`src/hw/rtl/g24d_pkg.sv`:
```
package g24d_pkg;

    localparam int CW_W   = 24;
    localparam int CYC_W  = 23;
    localparam int SYN_W  = 11;
    localparam int DATA_W = 12;
    localparam int CNT_W  = 4;
    localparam int ROT_W  = 5;
    localparam int PASS_W = 5;

    localparam logic [CYC_W-1:0]  GEN_POLY   = 23'hAE3;
    localparam logic [CYC_W-1:0]  CHECK_INV  = 23'h7FF000;
    localparam logic [ROT_W-1:0]  LAST_ROT   = 5'd22;
    localparam logic [PASS_W-1:0] LAST_PASS  = 5'd23;
    localparam logic [CNT_W-1:0]  LIMIT_BASE = 4'd3;
    localparam logic [CNT_W-1:0]  LIMIT_FLIP = 4'd2;
    localparam logic [CNT_W-1:0]  ODD_COUNT  = 4'd1;

    typedef struct packed {
        logic [SYN_W-1:0] syn;
        logic [CNT_W-1:0] weight;
    } syn_res_t;

    typedef struct packed {
        logic              valid;
        logic [DATA_W-1:0] data;
        logic [CNT_W-1:0]  count;
    } dec_res_t;

    // Syndrome of a word with only bit j set; the syndrome is linear in the word.
    function automatic logic [SYN_W-1:0] syn_col(int j);
        logic [CYC_W-1:0] v;
        v = CYC_W'(1) << j;
        for (int k = 0; k < 12; k++)
        begin
            if (v[0])
            begin
                v = v ^ GEN_POLY;
            end
            v = v >> 1;
        end
        return v[SYN_W-1:0];
    endfunction

    function automatic logic [CYC_W-1:0][SYN_W-1:0] gen_cols();
        logic [CYC_W-1:0][SYN_W-1:0] cols;
        for (int j = 0; j < CYC_W; j++)
        begin
            cols[j] = syn_col(j);
        end
        return cols;
    endfunction

    localparam logic [CYC_W-1:0][SYN_W-1:0] SYN_COLS = gen_cols();

endpackage

```
`src/hw/rtl/golay_24_12_decoder.sv`:
```
// Extended Golay (24,12) decoder by error trapping.
// Input channel: codeword (24 bits) with in_valid/in_ready. Bit 23 is the
// overall parity, bits 22..12 the check bits and bits 11..0 the data.
// Output channel: data_out (12 bits) and error_count (4 bits) with
// out_valid/out_ready; one output word for every input word, in order.
// A single syndrome and weight unit is reused for every rotation of the
// 23-bit cyclic part, one rotation per cycle, so the latency depends on
// where the error pattern is trapped. A clean word is done at its first
// syndrome check, and the next word can be accepted once its result has
// moved to the output register. The longest case traps late in the last
// of 24 trial passes of 23 rotations, then rotates back.
// The block takes one word at a time: in_ready is high only while the
// sequencer is idle. A finished word moves to the output register and the
// next word can be accepted while it waits; if the receiver stalls with a
// word still held, the next result waits in the sequencer.
// Reset clears the sequencer and the output valid flag; no word is pending.
module golay_24_12_decoder (
    input  logic                               clk,
    input  logic                               rst_n,
    input  logic                               in_valid,
    output logic                               in_ready,
    input  logic [g24d_pkg::CW_W-1:0]          codeword,
    output logic                               out_valid,
    input  logic                               out_ready,
    output logic [g24d_pkg::DATA_W-1:0]        data_out,
    output logic [g24d_pkg::CNT_W-1:0]         error_count
);
    import g24d_pkg::*;

    logic              idle;
    logic              start;
    logic              take;
    logic [CYC_W-1:0]  word;
    syn_res_t          syn_res;
    dec_res_t          res;

    logic              out_valid_reg, out_valid_next;
    logic [DATA_W-1:0] data_reg;
    logic [CNT_W-1:0]  count_reg;

    assign in_ready = idle;
    assign start    = in_valid && idle;
    assign take     = res.valid && (!out_valid_reg || out_ready);

    g24d_syn_unit u_syn (
        .word (word),
        .res  (syn_res)
    );

    g24d_ctrl u_ctrl (
        .clk      (clk),
        .rst_n    (rst_n),
        .start    (start),
        .codeword (codeword),
        .idle     (idle),
        .word     (word),
        .syn_res  (syn_res),
        .res      (res),
        .take     (take)
    );

    always_comb
    begin
        out_valid_next = out_valid_reg;
        if (take)
        begin
            out_valid_next = 1'b1;
        end
        else if (out_ready)
        begin
            out_valid_next = 1'b0;
        end
    end

    always_ff @(posedge clk or negedge rst_n)
    begin
        if (!rst_n)
        begin
            out_valid_reg <= 1'b0;
        end
        else
        begin
            out_valid_reg <= out_valid_next;
        end
    end

    always_ff @(posedge clk)
    begin
        if (take)
        begin
            data_reg  <= res.data;
            count_reg <= res.count;
        end
    end

    assign out_valid   = out_valid_reg;
    assign data_out    = data_reg;
    assign error_count = count_reg;

endmodule

```
`src/hw/rtl/g24d_syn_unit.sv`:
```
module g24d_syn_unit (
    input  logic [g24d_pkg::CYC_W-1:0] word,
    output g24d_pkg::syn_res_t         res
);
    import g24d_pkg::*;

    logic [SYN_W-1:0] syn;
    logic [CNT_W-1:0] weight;

    // Each syndrome bit is the parity of the word masked by one matrix row.
    always_comb
    begin
        syn = '0;
        for (int j = 0; j < CYC_W; j++)
        begin
            if (word[j])
            begin
                syn = syn ^ SYN_COLS[j];
            end
        end
    end

    always_comb
    begin
        weight = '0;
        for (int b = 0; b < SYN_W; b++)
        begin
            weight = weight + CNT_W'(syn[b]);
        end
    end

    assign res.syn    = syn;
    assign res.weight = weight;

endmodule

```
`src/hw/rtl/g24d_ctrl.sv`:
```
module g24d_ctrl (
    input  logic                        clk,
    input  logic                        rst_n,
    input  logic                        start,
    input  logic [g24d_pkg::CW_W-1:0]   codeword,
    output logic                        idle,
    output logic [g24d_pkg::CYC_W-1:0]  word,
    input  g24d_pkg::syn_res_t          syn_res,
    output g24d_pkg::dec_res_t          res,
    input  logic                        take
);
    import g24d_pkg::*;

    typedef enum logic [2:0] {
        ST_IDLE,
        ST_SCAN,
        ST_UNROT,
        ST_FIN
    } state_t;

    state_t              state_reg, state_next;
    logic [CYC_W-1:0]    saved_reg, saved_next;
    logic [CYC_W-1:0]    w_reg, w_next;
    logic                pbit_reg, pbit_next;
    logic [PASS_W-1:0]   pass_reg, pass_next;
    logic [ROT_W-1:0]    rot_reg, rot_next;
    logic [CNT_W-1:0]    last_reg, last_next;
    logic [CNT_W-1:0]    cnt_reg, cnt_next;
    logic [CNT_W-1:0]    limit;
    logic                odd;

    assign limit = (pass_reg == '0) ? LIMIT_BASE : LIMIT_FLIP;
    assign odd   = ^{pbit_reg, w_reg};

    always_comb
    begin
        state_next = state_reg;
        saved_next = saved_reg;
        w_next     = w_reg;
        pbit_next  = pbit_reg;
        pass_next  = pass_reg;
        rot_next   = rot_reg;
        last_next  = last_reg;
        cnt_next   = cnt_reg;
        case (state_reg)
            ST_IDLE:
            begin
                if (start)
                begin
                    saved_next = codeword[CYC_W-1:0] ^ CHECK_INV;
                    w_next     = codeword[CYC_W-1:0] ^ CHECK_INV;
                    pbit_next  = codeword[CW_W-1];
                    pass_next  = '0;
                    rot_next   = '0;
                    last_next  = '0;
                    state_next = ST_SCAN;
                end
            end
            ST_SCAN:
            begin
                if (rot_reg == '0 && syn_res.syn == '0)
                begin
                    // A zero syndrome at the start of a pass keeps the earlier weight.
                    cnt_next   = last_reg;
                    state_next = ST_FIN;
                end
                else if (syn_res.weight <= limit)
                begin
                    w_next     = w_reg ^ {syn_res.syn, {(CYC_W-SYN_W){1'b0}}};
                    cnt_next   = syn_res.weight;
                    state_next = (rot_reg == '0) ? ST_FIN : ST_UNROT;
                end
                else
                begin
                    last_next = syn_res.weight;
                    if (rot_reg != LAST_ROT)
                    begin
                        w_next   = {w_reg[CYC_W-2:0], w_reg[CYC_W-1]};
                        rot_next = rot_reg + ROT_W'(1);
                    end
                    else if (pass_reg == LAST_PASS)
                    begin
                        // Nothing matched: the word goes out as received.
                        w_next     = saved_reg;
                        cnt_next   = syn_res.weight;
                        state_next = ST_FIN;
                    end
                    else
                    begin
                        // The next pass flips bit pass_reg of the received word.
                        w_next    = saved_reg ^ (CYC_W'(1) << pass_reg);
                        pass_next = pass_reg + PASS_W'(1);
                        rot_next  = '0;
                    end
                end
            end
            ST_UNROT:
            begin
                w_next   = {w_reg[0], w_reg[CYC_W-1:1]};
                rot_next = rot_reg - ROT_W'(1);
                if (rot_reg == ROT_W'(1))
                begin
                    state_next = ST_FIN;
                end
            end
            ST_FIN:
            begin
                if (take)
                begin
                    state_next = ST_IDLE;
                end
            end
            default:
            begin
                state_next = ST_IDLE;
            end
        endcase
    end

    always_ff @(posedge clk or negedge rst_n)
    begin
        if (!rst_n)
        begin
            state_reg <= ST_IDLE;
        end
        else
        begin
            state_reg <= state_next;
        end
    end

    always_ff @(posedge clk)
    begin
        saved_reg <= saved_next;
        w_reg     <= w_next;
        pbit_reg  <= pbit_next;
        pass_reg  <= pass_next;
        rot_reg   <= rot_next;
        last_reg  <= last_next;
        cnt_reg   <= cnt_next;
    end

    assign idle      = (state_reg == ST_IDLE);
    assign word      = w_reg;
    assign res.valid = (state_reg == ST_FIN);
    assign res.data  = w_reg[DATA_W-1:0];
    assign res.count = odd ? ODD_COUNT : cnt_reg;

endmodule
```
`config.mk`:
```
export PLATFORM = sky130hd
export DESIGN_NAME = golay_24_12_decoder
export DESIGN_NICKNAME = d
export VERILOG_FILES = /design/src/hw/rtl/g24d_pkg.sv /design/src/hw/rtl/golay_24_12_decoder.sv /design/src/hw/rtl/g24d_syn_unit.sv /design/src/hw/rtl/g24d_ctrl.sv
export SDC_FILE = /design/constraint.sdc
export NUM_CORES = 1
export LEC_CHECK = 0
export BUFFER_PORTS_ARGS = -buffer_cell sky130_fd_sc_hd__buf_2
export CORE_MARGIN = 10
export CORE_UTILIZATION = 45
export DETAILED_ROUTE_END_ITERATION = 7
export GPL_TIMING_DRIVEN = 0
export PLACE_DENSITY = 0.6
export SLEW_MARGIN = 5
export SYNTH_ARGS = -nofsm -noshare
export SYNTH_HDL_FRONTEND = slang
export SYNTH_SLANG_ARGS = --single-unit
```
`constraint.sdc`:
```
create_clock -name clk -period 6.55 [get_ports clk]
set_input_delay 0.655 -clock clk [delete_from_list [all_inputs] [get_ports clk]]
set_output_delay 0.655 -clock clk [all_outputs]
set_load 0.05 [all_outputs]
```
-- After elaboration in Yosys (flattened, before gate mapping)
Cells that the tools add are included.
- mux-type cells: 60
- $add $sub $neg: 13
- order comparisons: 1
- equality and inequality tests: 17
- shift-type cells: 1
- reduce and logical (&&, ||, !) cells: 21
- bitwise gates (word level): 25
- operator list (operator ; count):
    23-bit 2-to-1 mux ; 5
    11-bit 2-to-1 mux ; 8
    23-bit case mux with 3 select lines ; 1
    5-bit 2-to-1 mux ; 10
    23-bit XOR ; 2
    10-bit 2-to-1 mux ; 4
    4-bit by 1-bit adder with 4-bit output ; 9
    7-bit NOT ; 5
    4-bit 2-to-1 mux ; 8
    6-bit NOT ; 5
    9-bit 2-to-1 mux ; 3
    3-bit 2-to-1 mux ; 8
    24-bit parity ; 1
    1-bit by 5-bit << shifter with 23-bit output, first input constant ; 1
    5-bit case mux with 3 select lines ; 1
    3-bit case mux with 4 select lines ; 1
    11-bit zero test ; 1
    1-bit NOT ; 11
    11-bit NOT ; 1
    5-bit by 1-bit adder with 5-bit output, second input constant ; 2
    5-bit zero test ; 2
    2-bit != test, second input constant ; 5
    5-bit case mux with 2 select lines ; 1
    5-bit AND reduction ; 2
    other kinds (30) ; 41
- bits in registers: 85
- output and inout bits: 18

-- Depth between registers and ports, before layout
- depth after elaboration: 49
- mapped depth: 21
- gate-level depth less buffers: 20

-- Modules after synthesis
Synthesis repeated with hierarchy kept, for this count alone.
- cells, all modules: 547
- area total of the unflattened synthesis: 5810.6 um2
- by module, submodules not included (module ; area an instance (um2) ; instances ; cells an instance):
    g24d_ctrl ; 4471.8 ; 1 ; 452
    g24d_syn_unit ; 808.3 ; 1 ; 74
    golay_24_12_decoder ; 530.5 ; 1 ; 21

-- Worst setup path before layout
Ideal clock, no wire load.
- kind: register to register
- start point: register u_ctrl.w_reg[2] (netlist: u_ctrl.word[2])
- end point: register u_ctrl.w_reg[0] (netlist: u_ctrl.word[0]) (enable)
- setup time: 0.385 ns
- cell stages (with the launch flop): 20
- required time: 6.165 ns
- buffers on the path: 2
- period minus slack after synthesis: 5.924 ns
- path slack: 0.626 ns
- arrival: 5.539 ns
- cell sequence: edfxtp_1 > buf_4 > xnor2_2 > xnor2_1 > xnor2_1 > xnor2_1 > inv_1 > ha_1 > inv_1 > fa_1 > fa_1 > fa_1 > inv_1 > ha_1 > fa_1 > nor3b_1 > a2111o_1 > clkbuf_1 > o21ai_0 > a21oi_1
- cells in the longest elaborated chain, start to end: 31
- ends and longest elaborated chain (element ; RTL line ; text):
    start, declared ; g24d_ctrl.sv:23 ; logic [CYC_W-1:0] w_reg, w_next;
    start signal, assigned ; g24d_ctrl.sv:135 ; w_reg <= w_next;
    9-bit 2-to-1 mux (*) ; g24d_syn_unit.sv:16 ; if (word[j])
    10-bit 2-to-1 mux (*) ; g24d_syn_unit.sv:16 ;
    11-bit 2-to-1 mux (*) ; g24d_syn_unit.sv:16 ;
    6-bit NOT (no source line) ; - ;
    9-bit 2-to-1 mux (*) ; g24d_syn_unit.sv:16 ;
    10-bit 2-to-1 mux (*) ; g24d_syn_unit.sv:16 ;
    11-bit 2-to-1 mux (*) ; g24d_syn_unit.sv:16 ;
    7-bit NOT (no source line) ; - ;
    [15 not listed] ; - ;
    8-bit 2-to-1 mux ; g24d_syn_unit.sv:16 ;
    9-bit 2-to-1 mux (*) ; g24d_syn_unit.sv:16 ;
    10-bit 2-to-1 mux (*) ; g24d_syn_unit.sv:16 ;
    11-bit 2-to-1 mux (*) ; g24d_syn_unit.sv:16 ;
    11-bit zero test (*) ; g24d_ctrl.sv:61 ; if (rot_reg == '0 && syn_res.syn == '0)
    1-bit logical AND (*) ; g24d_ctrl.sv:61 ;
    2-bit != test (no source line) (*) ; - ;
    3-bit AND reduction (no source line) (*) ; - ;
Every way passes the cells marked *; elsewhere a longest branch is shown, timed or not.
A chain may end at the register's enable or synchronous reset.

==> results.json <==
{
  "synth-edff-count": 81,
  "clock_path_buffers": 2,
  "wl_per_cell_um": 18.71,
  "grt_first_pass_wirelength_mm": 22.61,
  "period_needed_ns": 6.082,
  "dr_total_vias": 4079,
  "netlist_top_cells_count": "81 x edfxtp_1, 79 x nor2_1, 56 x xnor2_1",
  "yosysUniqueCellTypes": 61,
  "fillers": 1108,
  "synth_most_common_cell": "edfxtp_1",
  "drc": 0,
  "cts_hold_buf": 0,
  "root_buffer": "clkbuf_16",
  "final-seq-area_sq_um": 2507,
  "cp.required_ns": 6.72,
  "routed_via_density": 5.277,
  "cpPeakStageDelay_ns": 0.56,
  "drt_iter0_drc": 364,
  "worstSkewPairLatency_ns": 0.35,
  "grt_usage_pct": 16.45,
  "hold_viol_final": 0,
  "crit_path_end_kind": "register",
  "crit_chain": "buf_2 > xnor2_2 > xnor2_1 > xnor2_1 > xnor2_1 > inv_1 > ha_1 > inv_1 > fa_1 > fa_1 > fa_1 > inv_1 > ha_1 > fa_1 > nor3b_2 > a2111oi_4 > nor2_1 > clkbuf_1 > a22oi_1 > a21oi_1",
  "die_x_um": 132.8,
  "crit_path_frequent_cell": "fa_1",
  "async_flop_share_pct": 3.571,
  "synth_area_leader_cell": "edfxtp_1",
  "rsz0062_at_grt": "no",
  "max_slew_margin_pct": 18.11,
  "multi_input_area_sq_um": 2988,
  "synth_seq_cells": 84,
  "rrSetupSlack_ns": 0.47,
  "avgSynthCellArea_sq_um": 10.63,
  "htree_levels": 3,
  "drv_slew": 0,
  "cts_tree": "built",
  "syn_area_sq_um": 5729,
  "drive_gt1_share_pct": 16.97,
  "max_freq_mhz": 164.4,
  "row_count": 41,
  "dr.pass1.iters": 5,
  "yosysSeqAreaShare_pct": 43.77,
  "first_global_vias": 4050,
  "synth_fp_nets": 595,
  "clk_pin_slew_ns": 0.06,
  "cap_viol_max_count": 0,
  "min_path_type": "primary input to async pin",
  "grt_antenna_before_repair": 0,
  "period_share_pct": 92.86,
  "clkSinkCount": 84,
  "dieArea_sq_um": 17650,
  "finalWeightedCongestion": 0.9000,
  "grt_start_max_net_pins": 26,
  "place_area_sq_um": 6170,
  "yosys-top-cells-area": "edfxtp_1 42%, xnor2_1 8.6%, nor2_1 5.2%",
  "synth_top_flop_cell": "edfxtp_1",
  "cp_slowest_cell": "fa_1",
  "io_buffer_count": 45,
  "syn_inst": 539,
  "die_h_um": 132.8,
  "arrival_ns": 6.25,
  "ys_warn_count": 0,
  "io_pins": 46,
  "core_sq_um": 12570,
  "gr-total-overflow": 0,
  "start_util_pct": 45.58,
  "crit_fanout": 10,
  "antennaDiodeCount": 0,
  "setup_viol": 0,
  "status": "completed",
  "design_area_sq_um": 6614,
  "areaGrowthSynthToFinish_pct": 15.44,
  "wirelength_mm": 14.47,
  "numCtsBuffers": 9,
  "worst_slew_pin_slew_ns": 1.228,
  "crit_type": "register to register",
  "critPathLaunchType": "register",
  "synth_top_area_share_pct": 42.45,
  "dp_hpwl_mm": 11.17,
  "detail-route-antenna-nets": 0,
  "fin_nets": 652,
  "skew_ns": 0.006870
}
## cell usage in the layout, fill, tap and decap left out, types with 6 or more instances in the layout
cell | netlist | layout
nor3_1 | 7 | 7
a21oi_1 | 28 | 27
nand2b_1 | 11 | 11
inv_1 | 30 | 30
buf_2 | 2 | 47
a211oi_1 | 10 | 9
clkbuf_16 | 0 | 9
clkbuf_1 | 23 | 24
and2_1 | 11 | 11
nor2_1 | 79 | 79
o21ai_0 | 13 | 12
a22oi_1 | 13 | 13
fa_1 | 6 | 6
edfxtp_1 | 81 | 81
nand2_1 | 26 | 26
ha_1 | 22 | 22
a31oi_1 | 14 | 14
buf_6 | 6 | 6
xor2_1 | 22 | 21
xnor2_1 | 56 | 56
## repair_timing
item / in CTS / in global routing
endpoints found under the hold margin: 0 / 0
setup buffers: 0 / 1
resized for setup: 2 / 12
pin swaps: 0 / 2
setup endpoints to repair: 32 / 50
## worst max-delay path: cells and delay by family (launching register included)
kind                       cells  cell delay (ns)
DFF                            1             0.39
AOI/OAI and AO/OA              3             0.50
and+or+nand+nor                2             0.68
adders and majority gates      6             2.58
buffers and inverters          5             0.84
xor gates and xnor gates       4             0.90
## final timing paths
kind,from,end,depth (start not counted)
max,u_ctrl.word[1],u_ctrl.word[8],20
min,rst_n,out_valid,1
max reg2reg,u_ctrl.word[1],u_ctrl.word[8],20
min reg2reg,u_ctrl.word[2],data_out[2],0
min in group clk,u_ctrl.word[2],data_out[2],0
max in group asynchronous,rst_n,u_ctrl.state_reg[0],1
## per-layer routing
metal | GRT usage, % | wire, um
met4 | 6.540 | 229
met3 | 3.255 | 743
met2 | 25.07 | 6676
met5 | 0 | 0
met1 | 22.38 | 6816
## final cells by class
class                   instances  share of cell area, %
repair buffers                 46                  3.708
flip-flops and latches         84                  37.91
clock inverters                 6                  1.684
multi-input cells             387                  45.18
well taps                     172                  3.254
inverters                      31                  1.759
clock buffers                  10                  3.462
plain buffers                  37                  3.046
## through the flow
stage	utilization, %	setup TNS [ns]	worst slack (ns)	std cells	hold WS (ns)
4_1_cts	51.84	0	0.03326	772	0.08273
2_1_floorplan	-	0	0.6260	539	0.3594
5_1_grt	52.62	0	0.06338	773	0.08889
3_3_place_gp	49.09	-4.293	-0.2664	756	0.4314
6_report	52.62	0	0.4676	773	0.09496
3_5_place_dp	49.09	-6.082	-0.3120	756	0.4367
## cell families after synthesis
| group | after synthesis | share of synthesized area, % |
|---|---|---|
| muxes | 8 | 1.616 |
| DFF | 84 | 43.76 |
| AOI/OAI and AO/OA | 96 | 10.94 |
| and+or+nand+nor | 161 | 13.19 |
| xor gates and xnor gates | 94 | 18.04 |
| buffers and inverters | 68 | 5.547 |
| adders and majority gates | 28 | 6.901 |
Power is left out: the tool's default activity adds up to more than one toggle a clock period on the data nets, which glitch-free logic cannot reach.
